===== src/rtl/lge_pkg.sv =====
// Shared types and constants for the cell grid engine.
// Used by the controller, the datapath and the top level; depends on nothing.
package lge_pkg;

  localparam int CFG_W       = 7;
  localparam int CFG_IDX_W   = 1;
  localparam int MODE_W      = 3;
  localparam int COORD_W     = 7;
  localparam int OUT_COORD_W = 6;

  localparam logic [CFG_W-1:0] CFG_RESET = 7'd64;

  localparam logic [CFG_IDX_W-1:0] CFG_ROWS = 1'b0;
  localparam logic [CFG_IDX_W-1:0] CFG_COLS = 1'b1;

  localparam logic [MODE_W-1:0] MODE_WRITE = 3'd0;
  localparam logic [MODE_W-1:0] MODE_READ  = 3'd1;
  localparam logic [MODE_W-1:0] MODE_CLEAR = 3'd2;
  localparam logic [MODE_W-1:0] MODE_STEP  = 3'd3;
  localparam logic [MODE_W-1:0] MODE_FIRST = 3'd4;
  localparam logic [MODE_W-1:0] MODE_NEXT  = 3'd5;

  // Neighbour counts of the B3/S23 rule.
  localparam logic [3:0] NB_BIRTH = 4'd3;
  localparam logic [3:0] NB_KEEP  = 4'd2;

  typedef struct packed {
    logic init_wr;
    logic accept;
    logic cell_rd;
    logic cell_fin;
    logic sweep;
    logic scan;
    logic load_out;
  } cmd_t;

  typedef struct packed {
    logic init_done;
    logic sweep_done;
    logic scan_done;
    logic out_busy;
  } sts_t;

endpackage


===== src/rtl/lge_ctrl.sv =====
// Controller state machine of the cell grid engine.
// Depends on lge_pkg for the mode codes and the command and status structs.
module lge_ctrl (
  input  logic                       clk,
  input  logic                       rst,
  input  logic                       in_valid,
  input  logic [lge_pkg::MODE_W-1:0] mode,
  output logic                       in_ready,
  input  lge_pkg::sts_t              sts,
  output lge_pkg::cmd_t              cmd
);

  typedef enum logic [6:0] {
    S_INIT   = 7'b0000001,
    S_IDLE   = 7'b0000010,
    S_ACCESS = 7'b0000100,
    S_CELL   = 7'b0001000,
    S_SWEEP  = 7'b0010000,
    S_SCAN   = 7'b0100000,
    S_DONE   = 7'b1000000
  } state_t;

  state_t state, state_next;

  always_ff @(posedge clk) begin
    if (rst) begin
      state <= S_INIT;
    end else begin
      state <= state_next;
    end
  end

  always_comb begin
    state_next = state;
    cmd        = '0;
    in_ready   = 1'b0;
    unique case (state)
      S_INIT: begin
        if (sts.init_done) begin
          state_next = S_IDLE;
        end else begin
          cmd.init_wr = 1'b1;
        end
      end
      S_IDLE: begin
        in_ready = 1'b1;
        if (in_valid) begin
          cmd.accept = 1'b1;
          unique case (mode)
            lge_pkg::MODE_WRITE, lge_pkg::MODE_READ:  state_next = S_ACCESS;
            lge_pkg::MODE_CLEAR, lge_pkg::MODE_STEP:  state_next = S_SWEEP;
            lge_pkg::MODE_FIRST, lge_pkg::MODE_NEXT:  state_next = S_SCAN;
            default:                                  state_next = S_DONE;
          endcase
        end
      end
      S_ACCESS: begin
        cmd.cell_rd = 1'b1;
        state_next  = S_CELL;
      end
      S_CELL: begin
        cmd.cell_fin = 1'b1;
        state_next   = S_DONE;
      end
      S_SWEEP: begin
        cmd.sweep = 1'b1;
        if (sts.sweep_done) begin
          state_next = S_DONE;
        end
      end
      S_SCAN: begin
        cmd.scan = 1'b1;
        if (sts.scan_done) begin
          state_next = S_DONE;
        end
      end
      S_DONE: begin
        if (!sts.out_busy) begin
          cmd.load_out = 1'b1;
          state_next   = S_IDLE;
        end
      end
      default: begin
        state_next = S_INIT;
      end
    endcase
  end

  // Only one operation is in flight: an accepted word always leaves the idle state.
  a_one_at_a_time: assert property (@(posedge clk) disable iff (rst)
    (in_valid && in_ready) |=> !in_ready)
    else $error("input accepted twice in a row");

  a_done_only_from_sweep: assert property (@(posedge clk) disable iff (rst)
    (cmd.sweep && sts.sweep_done) |=> (state == S_DONE))
    else $error("sweep finished without reaching the done state");

endmodule


===== config.mk =====
export PLATFORM = sky130hd
export DESIGN_NAME = lge_ctrl
export DESIGN_NICKNAME = d
export VERILOG_FILES = /design/src/rtl/lge_pkg.sv /design/src/rtl/lge_ctrl.sv
export SDC_FILE = /design/constraint.sdc
export NUM_CORES = 1
export LEC_CHECK = 0
export BUFFER_PORTS_ARGS = -buffer_cell sky130_fd_sc_hd__buf_4
export CAP_MARGIN = 40
export CORE_AREA = 2 2 39 41
export CTS_CLUSTER_SIZE = 16
export DETAILED_ROUTE_END_ITERATION = 8
export DIE_AREA = 0 0 41 43
export GPL_TIMING_DRIVEN = 1
export PLACE_DENSITY_LB_ADDON = 0.08
export SLEW_MARGIN = 10
export SYNTH_ARGS = -nofsm -noshare
export SYNTH_HDL_FRONTEND = slang
export SYNTH_SLANG_ARGS = --single-unit
export TNS_END_PERCENT = 5

===== constraint.sdc =====
create_clock -name clk -period 2.2 [get_ports clk]
set_clock_uncertainty 0.05 [all_clocks]
set_input_delay 0.44 -clock clk [delete_from_list [all_inputs] [get_ports clk]]
set_output_delay 0.44 -clock clk [all_outputs]
set_load 0.1 [all_outputs]

==> key figures, run 1 <==
Flow run
  – Max-cap viol count: 0

Final layout
  – Area of the multi-input gates: 390 um^2
  – Post-Layout Cell Count: 107
  – Finished Core Util: 56.0%
  – Max reg flops: 7
  – Storage cell area: 143 um^2
  – Largest register by flop count: state
  – Share of layout cells above drive strength 1: 45.1%
  – Nets@finish: 102
  – Filler instances: 139
  – Area Overhead vs Synth: 42.3%
  – Top Registers: state x7
  – N_diodes: 0
  – Fin area: 774 um^2

Drt
  – Final WL: 1480 um
  – DR iter-0 viols: 8
  – # DRC: 0
  – Met2 wire length: 705 um
  – Drt wl/cell: 13.8 um
  – Uppermost layer routed: met4
  – Antenna Violating Nets Remaining: 0
  – Drt first pass iters: 4
  – Vias per inst: 5.71
  – Routed via count: 611
  – DRT met1 WL: 660 um
  – Met3 WL post-DR: 80 um

Placed design
  – Post-DP HPWL: 1150 um
  – Inst Count DP: 102
  – Place WS: 165 ps
  – Global placement routability congestion: 0.840
  – DP Area: 728 um^2
  – Port Buffer Count: 16

Setup path
  – Worst endpoint required time: 1710 ps
  – Setup crit start kind: flip-flop
  – Slowest stage delay, CP: 590 ps
  – Critical-path cell list: or4_4 > nor4b_4 > buf_6
  – Worst path buffer plus inverter count: 1
  – Crit path capture type: primary output
  – Critical path arrival: 1690 ps
  – Crit-path max FO: 5
  – Largest delay share family, worst path: simple AND/OR/NAND/NOR gates
  – Critical path type: flip-flop to primary output
  – Crit-path slowest cell: or4_4

Clock tree
  – Clock latency on the worst-skew pair: 260 ps
  – CTS clk-pin slew, worst paths: 50 ps
  – Root Driver: clkbuf_4
  – Total CTS buffers: 3
  – H-tree levels: 1
  – CTS tree: yes
  – Hold Buf Count CTS: 0
  – Clock Path Buffers: 2
  – Clock sinks: 7

Floorplanning
  – Initial Util: 39.3%
  – Chip height: 43 um
  – Die X: 41 um
  – DIE AREA: 0.00176 mm^2
  – Core Area: 0.00138 mm^2
  – Floorplan row count: 14
  – IO Pins: 18

Yosys
  – Mapped Cells: 66
  – Synth top area share: 25.7%
  – Count leader, synth: nor2_1
  – Top cells by area, synth: dfxtp_1, or3b_2, nor2_1, nor3b_1, nor4b_4
  – Mapped cell area: 544 um^2
  – Post-Syn Nets: 76
  – Sequential area share after synthesis: 25.7%
  – Top cells by count, synth: nor2_1, dfxtp_1, inv_1
  – Avg Cell Area, Syn: 8.25 um^2
  – Synth unique cells: 32
  – Synth warnings: 0
  – Number of synthesized flops with an enable pin: 0
  – FFs w/ async S/R, synth: 0%
  – Most used DFF post-synth: dfxtp_1
  – Post-synth top area cell: dfxtp_1
  – Yosys reg bits: 7

STA
  – Max-slew violations: 0
  – Final setup viols: 0
  – Final min period: 2180 ps
  – Max_slew headroom: 71.4%
  – Least-Margin Pin Slew: 419 ps
  – Period utilization: 98.9%
  – Fin worst setup slack: 23.2 ps
  – RSZ-0062 raised after global routing: true
  – Final hold viol count: 0
  – Fmax: 459 MHz

GRT
  – Initial antenna violation count: 0
  – Total GRT Usage: 20.0%
  – GRT Residual Overflow: 0
  – Vias in the first global route: 559
  – First-pass GRT wire length: 2380 um
  – Largest net degree at the start of global routing: 13

Status
  – Status: finished, final reports clean

Power
  – Pwr Density: 583 mW/mm^2
  – Worst VDD drop: 0.303 mV
  – Leakage: 0.344 nW

Worst hold path
  – Worst hold path type: input port to flip-flop
[layer usage]
| metal | track usage, % | vias to the layer above |
|---|---|---|
| li1 | - | 304 |
| met1 | 26.9 | 282 |
| met2 | 28.7 | 20 |
| met3 | 3.14 | 5 |
| met4 | 12.0 | 0 |
| met5 | 0 | - |
[report_power, final]
group	total (mW)	switching [mW]	leakage [nW]	internal (mW)
Sequential	0.143	0.00787	0.0579	0.135
Clock	0.122	0.0527	0.0150	0.0696
Combinational	0.186	0.114	0.271	0.0719
Total	0.452	0.175	0.344	0.277
[metrics by stage]
step	hold WS, ps	TNS (ps)	total power [mW]
final	307	0	0.452
after CTS	314	0	0.448
after global routing	313	-34.6	0.476
after global placement	579	0	0.329
after floorplan	459	-1330	0.273
after detailed placement	582	0	0.329
[cells in the final DEF (no fill, tap or decap), drive strengths merged]
cell and n:
nor2 8, a31oi 2, nand3 2, and4 2, a2111oi 1, nor4b 1
o31a 1, a21oi 2, o21ai 2, a311oi 1, nand2 2, or3 1
nor3 2, o31ai 1, inv 5, o211ai 2, nor3b 4, buf 23
o41ai 1, or4 2, clkbuf 4, dfxtp 7, a2bb2oi 1, nand4 2
and3 2, nor4 3, xor2 1, nand2b 1, or3b 4, nor2b 1
[cell type report]
cell class / count / share of cell area (%)
Sequential cell: 7 / 18.4
Timing Repair Buffer: 23 / 22.8
Tap cell: 16 / 2.58
Inverter: 5 / 2.42
Multi-Input combinational cell: 52 / 50.4
Clock buffer: 4 / 3.39
[path summary, 6_finish.rpt]
kind / end / cells past startpoint / slack, ps / startpoint
worst max-delay path: cmd[1] / 3 / 20 / state[1]$_SDFFE_PP0P_
worst min-delay path: state[2]$_SDFFE_PP0P_ / 2 / 310 / mode[1]
worst max register to register: state[6]$_SDFFE_PP0P_ / 6 / 370 / state[1]$_SDFFE_PP0P_
worst min register to register: state[4]$_SDFFE_PP0P_ / 3 / 650 / state[1]$_SDFFE_PP0P_
[repair_timing]
action / 4_1_cts / 5_1_grt
setup buffers: 1 / 0
resized for setup: 1 / 3
pin swaps: 2 / 0
endpoints found under the setup margin: 1 / 5
[logic make-up after synthesis]
kind of cell	synth area share [%]
flops	25.7
simple gates	48.0
xor+xnor	1.61
compound gates	19.5
buf+inv	5.06
(Power assumes the default switching activity.)
==> run 2: changes to the inputs <==
--- a/config.mk
+++ b/config.mk
@@ -5,14 +5,16 @@
 export SDC_FILE = /design/constraint.sdc
 export NUM_CORES = 1
 export LEC_CHECK = 0
+export ABC_AREA = 1
 export BUFFER_PORTS_ARGS = -buffer_cell sky130_fd_sc_hd__buf_4
 export CAP_MARGIN = 40
-export CORE_AREA = 2 2 39 41
+export CORE_MARGIN = 2
+export CORE_UTILIZATION = 37
 export CTS_CLUSTER_SIZE = 16
 export DETAILED_ROUTE_END_ITERATION = 8
-export DIE_AREA = 0 0 41 43
 export GPL_TIMING_DRIVEN = 1
 export PLACE_DENSITY_LB_ADDON = 0.08
+export SETUP_SLACK_MARGIN = 0.3
 export SLEW_MARGIN = 10
 export SYNTH_ARGS = -nofsm -noshare
 export SYNTH_HDL_FRONTEND = slang
==> run 2 against run 1 <==
Against the previous run: sequential share of layout area is 0.85 points lower; critical path depth is 3 higher; worst hold slack gained 35 ps; core utilization grew 7.3 points; final area up 7.6%; setup slack better by 320 ps; die area fell by 1.7%; critical endpoint is now cmd[4]; largest power group unchanged; highest routed layer unchanged.
==> key figures, run 2 <==
STA
  – Final setup viols: 0
  – Final hold viol count: 0
  – Least-Margin Pin Slew: 280 ps
  – Fmax: 539 MHz
  – Sum of negative setup slack: 0 ps
  – Period utilization: 84.4%
  – Final min period: 1860 ps
  – Max-slew violations: 0
  – Max_slew headroom: 81.5%
  – RSZ-0062 raised after global routing: true

Floorplanning
  – Initial Util: 39.8%
  – Core Area: 0.00132 mm^2
  – Die X: 41.6 um
  – DIE AREA: 0.00173 mm^2
  – Chip height: 41.6 um
  – IO Pins: 18
  – Floorplan row count: 13

Placed design
  – Post-DP HPWL: 1010 um
  – Global placement routability congestion: 0.821
  – Port Buffer Count: 16

Drt
  – DR iter-0 viols: 7
  – Final WL: 1300 um
  – # DRC: 0
  – Antenna Violating Nets Remaining: 0
  – Routed via count: 578
  – Drt first pass iters: 4
  – Drt wl/cell: 10.5 um
  – Vias per inst: 4.66

Setup path
  – Reg-to-Reg End: state[5]$_SDFFE_PP0P_
  – Crit path capture type: primary output
  – Critical path type: flip-flop to primary output
  – Crit-path max FO: 6
  – Setup crit start kind: flip-flop
  – Worst endpoint required time: 1710 ps
  – Critical Path Source: state[5]$_SDFFE_PP0P_
  – Flop2flop setup slack: 770 ps
  – Reg2reg path depth: 9
  – Launch point of the worst reg-to-reg path: state[5]$_SDFFE_PP0P_
  – Worst setup path end: cmd[4]
  – Critical path arrival: 1370 ps

Yosys
  – Count leader, synth: inv_1
  – Number of synthesized flops with an enable pin: 0
  – Mapped Cells: 83
  – Main combinational cell family by area after synthesis: simple AND/OR/NAND/NOR gates
  – Synth warnings: 0
  – Post-Syn Nets: 93
  – Synth unique cells: 16
  – Mapped cell area: 524 um^2
  – Top cells by count, synth: inv_1, nand2_1, nor2_1
  – Synth Area in Compound Gates: 3.82%
  – Most used DFF post-synth: dfxtp_1
  – Simple-gate share of the synthesized area: 55.8%
  – Top cells by area, synth: dfxtp_1, inv_1, nand2_1, nand2_2, nor2_1
  – Post-synthesis mux area share: 0%
  – Avg Cell Area, Syn: 6.32 um^2
  – Synth Area in XOR/XNOR: 0%
  – Post-synthesis adder-cell area fraction: 0%
  – Sequential area share after synthesis: 26.7%
  – Post-synth top area cell: dfxtp_1
  – FFs w/ async S/R, synth: 0%
  – Synth top area share: 26.7%
  – Yosys reg bits: 7

GRT
  – Initial antenna violation count: 0
  – First-pass GRT wire length: 2110 um
  – GRT Residual Overflow: 0
  – Vias in the first global route: 524
  – Total GRT Usage: 16.1%
  – Largest net degree at the start of global routing: 8

Clock tree
  – Clock sinks: 7
  – Root Driver: clkbuf_4
  – Total CTS buffers: 3
  – Clock latency on the worst-skew pair: 250 ps
  – CTS clk-pin slew, worst paths: 50 ps
  – Clock Path Buffers: 2
  – CTS tree: yes
  – H-tree levels: 1
  – Hold Buf Count CTS: 0

Worst hold path
  – Worst hold path type: input port to flip-flop

Final layout
  – Area Overhead vs Synth: 58.9%
  – Commonest non-fill, non-tap cells in the layout: buf_4, nand2_1, inv_1
  – Nets@finish: 120
  – Share of layout cells above drive strength 1: 53.2%
  – Largest register by flop count: state
  – Max reg flops: 7
  – Most common library cell in the layout ignoring fill and taps: buf_4
  – Filler instances: 133
  – N_diodes: 0
  – Top Registers: state x7

Power
  – Pwr Density: 576 mW/mm^2
  – Total Power: 480 uW
  – Worst VDD drop: 0.363 mV
  – Leakage: 0.409 nW

Status
  – Status: finished, final reports clean

Flow run
  – Max-cap viol count: 0
[run 2: cell count changes in the layout (fill, tap and decap cells not counted), sizes merged, moves of 3 or more]
cell,delta
inv,+14
nand2,+17
nand3,+9
nor2,+9
nor3b,-4
nor4,-3
or3b,-4
[run 2: timing repair]
action                                  CTS  global route
resized for setup                         4            25
endpoints found under the setup margin    6             6
setup buffers                             0             6
pin swaps                                 0             5
[run 2: logic make-up after synthesis]
logic type	Yosys count
compound gates	4
flops	7
buf+inv	19
simple gates	53
[run 2: per-layer routing]
metal	GRT usage [%]	wire, um
met2	24.7	609
met4	11.6	36
met1	19.8	590
met5	0	0
met3	3.04	65
[run 2: critical path, cell delays in order (launching register included)]
cell and delay [ps]:
dfxtp_4 360, inv_4 60, nand2_4 50, nor2_4 200, nand4_1 160, inv_2 110, buf_12 170
[run 2: how the worst min path moves through the flow]
| stage | from | to | cells past startpoint |
|---|---|---|---|
| after floorplan | state[2]$_SDFFE_PP0P_ | state[3]$_SDFFE_PP0P_ | 2 |
| after global placement | state[2]$_SDFFE_PP0P_ | state[3]$_SDFFE_PP0P_ | 2 |
| after detailed placement | state[2]$_SDFFE_PP0P_ | state[3]$_SDFFE_PP0P_ | 2 |
| after CTS | rst | state[5]$_SDFFE_PP0P_ | 2 |
| after global routing | rst | state[3]$_SDFFE_PP0P_ | 2 |
| final | rst | state[5]$_SDFFE_PP0P_ | 2 |
[run 2: stage by stage]
stage	worst slack, ps	instances	util, %	hold slack, ps	area (um^2)
floorplan	208	83	-	449	529
global placement	531	114	50.7	480	668
detailed placement	509	114	50.7	482	668
CTS	274	118	53.8	349	709
global route	269	124	63.2	345	833
finish	344	124	63.2	342	833
[run 2: cell type report]
class	instances	area (um^2)	share of cell area [%]
clock buffers	4	26.3	3.15
inverters	19	73.8	8.86
multi-input cells	57	338	40.5
flip-flops and latches	7	146	17.6
well taps	15	18.8	2.25
repair buffers	22	230	27.6
[run 2: report_power, final]
part | switching (mW) | internal [mW] | total (mW)
registers | 0.0125 | 0.135 | 0.148
clock network | 0.0499 | 0.0694 | 0.119
logic | 0.134 | 0.0786 | 0.213
==> run 3: changes to the inputs <==
==> constraint.sdc (replaced) <==
create_clock -name clk -period 1.7 [get_ports clk]
set_clock_uncertainty 0.05 [all_clocks]
set_input_delay 0.34 -clock clk [delete_from_list [all_inputs] [get_ports clk]]
set_output_delay 0.34 -clock clk [all_outputs]
set_load 0.1 [all_outputs]
==> run 3 against run 2 <==
Against the previous run: the flow now finishes with violations (setup timing); non-clock buffer count fell by 2; first-iteration DRC count is 71% higher; critical path depth unchanged; final area grew 6.0%; power grew 35%; via count is 1.2% lower; sequential share of layout area shrank 0.57 points; combinational power is 34% higher; count of clock-buffer cells in the layout did not move.
==> key figures, run 3 (synthesis results as in run 2) <==
Setup path
  – Crit path capture type: primary output
  – Slowest stage delay, CP: 320 ps
  – Largest delay share family, worst path: simple AND/OR/NAND/NOR gates
  – Critical path arrival: 1400 ps
  – Critical path type: flip-flop to primary output
  – Crit-path max FO: 6
  – Setup crit start kind: flip-flop
  – Worst path buffer plus inverter count: 3
  – Worst endpoint required time: 1310 ps
  – Critical-path cell list: inv_2 > nand2_2 > nor2_4 > nand4_1 > clkinvlp_4 > buf_12
  – Crit-path slowest cell: dfxtp_2

GRT
  – GRT Residual Overflow: 0
  – Largest net degree at the start of global routing: 8
  – Total GRT Usage: 17.2%
  – First-pass GRT wire length: 2280 um
  – Vias in the first global route: 531
  – Initial antenna violation count: 0

Final layout
  – Max reg flops: 7
  – Finished Core Util: 67.0%
  – Largest register by flop count: state
  – Post-Layout Cell Count: 122
  – Commonest non-fill, non-tap cells in the layout: nand2_1, buf_4, inv_1
  – Area Overhead vs Synth: 68.5%
  – Share of layout cells above drive strength 1: 57.0%
  – Fin area: 883 um^2
  – Top Registers: state x7
  – Nets@finish: 118
  – N_diodes: 0

Placed design
  – Port Buffer Count: 16
  – Global placement routability congestion: 0.802
  – Post-DP HPWL: 917 um
  – DP Area: 699 um^2
  – Inst Count DP: 114
  – Place WS: 78.5 ps

Status
  – Status: finished, violations left
  – Failing checks: setup timing

Clock tree
  – CTS tree: yes
  – Clock Path Buffers: 2
  – Clock sinks: 7
  – Total CTS buffers: 3
  – Root Driver: clkbuf_4
  – Clock latency on the worst-skew pair: 270 ps
  – CTS clk-pin slew, worst paths: 50 ps
  – H-tree levels: 1

Floorplanning
  – Die X: 41.6 um
  – IO Pins: 18
  – Core Area: 0.00132 mm^2
  – DIE AREA: 0.00173 mm^2
  – Initial Util: 39.8%
  – Floorplan row count: 13
  – Chip height: 41.6 um

Drt
  – Routed via count: 571
  – Antenna Violating Nets Remaining: 0
  – DR iter-0 viols: 12
  – Vias per inst: 4.68
  – Final WL: 1380 um
  – Drt wl/cell: 11.3 um
  – Drt first pass iters: 4
  – # DRC: 0

Power
  – Clk pwr share: 25.5%
  – Total Power: 648 uW
  – Worst VDD drop: 0.444 mV
  – Internal power: 375 uW
  – Seq pwr share: 30.4%
  – Switching share of power: 42.2%
  – Leakage: 0.387 nW
  – Pwr Density: 733 mW/mm^2
  – Net Switching: 273 uW
  – Combinational power share: 44.1%

STA
  – Hold_ws: 229 ps
  – Fin worst setup slack: -93.8 ps
  – Final min period: 1790 ps
  – Final setup viols: 5
  – Max_slew headroom: 86.4%
  – Sum of negative setup slack: -206 ps
  – Final hold viol count: 0
  – Least-Margin Pin Slew: 203 ps
  – Period utilization: 106%
  – Max-slew violations: 0
  – Fmax: 557 MHz
  – RSZ-0062 raised after global routing: true

Worst hold path
  – Worst hold path type: input port to flip-flop

Flow run
  – Max-cap viol count: 0
-- run 3: final timing paths --
check	startpoint	end	slack [ps]	cells after the start
worst min-delay path	rst	state[5]$_SDFFE_PP0P_	230	2
worst min register to register	state[6]$_SDFFE_PP0P_	state[4]$_SDFFE_PP0P_	570	3
worst max-delay path	state[4]$_SDFFE_PP0P_	cmd[4]	-90	6
worst max register to register	state[4]$_SDFFE_PP0P_	state[0]$_SDFFE_PP1P_	330	9
-- run 3: cell type report --
cell class / count / area, um^2
Fill cell: 107 / 434
Multi-Input combinational cell: 57 / 355
Timing Repair Buffer: 20 / 250
Sequential cell: 7 / 150
Inverter: 19 / 82.6
Clock buffer: 4 / 26.3
Tap cell: 15 / 18.8
-- run 3: per-layer routing --
| metal | GRT usage [%] | part of all wire, % | vias to the layer above | wire length (um) |
|---|---|---|---|---|
| met4 | 11.0 | 2.4 | 0 | 33 |
| met3 | 3.91 | 5.7 | 5 | 79 |
| met2 | 28.1 | 49 | 20 | 674 |
| met1 | 20.1 | 43 | 243 | 592 |
| li1 | - | - | 303 | - |
| met5 | 0 | 0 | - | 0 |
-- run 3: timing repair --
item | in CTS | in global routing
hold buffers | 0 | 0
pin swaps | 8 | 6
setup endpoints to repair | 8 | 9
gates resized for setup | 28 | 5
setup buffers | 4 | 0
-- run 3: power by group through the flow --
stage               registers, mW  clock network, mW  logic [mW]
finish                      0.197              0.165       0.285
floorplan                   0.195                  0       0.189
CTS                         0.195              0.162       0.275
global placement            0.197                  0       0.238
global route                0.199              0.176       0.303
detailed placement          0.197                  0       0.238
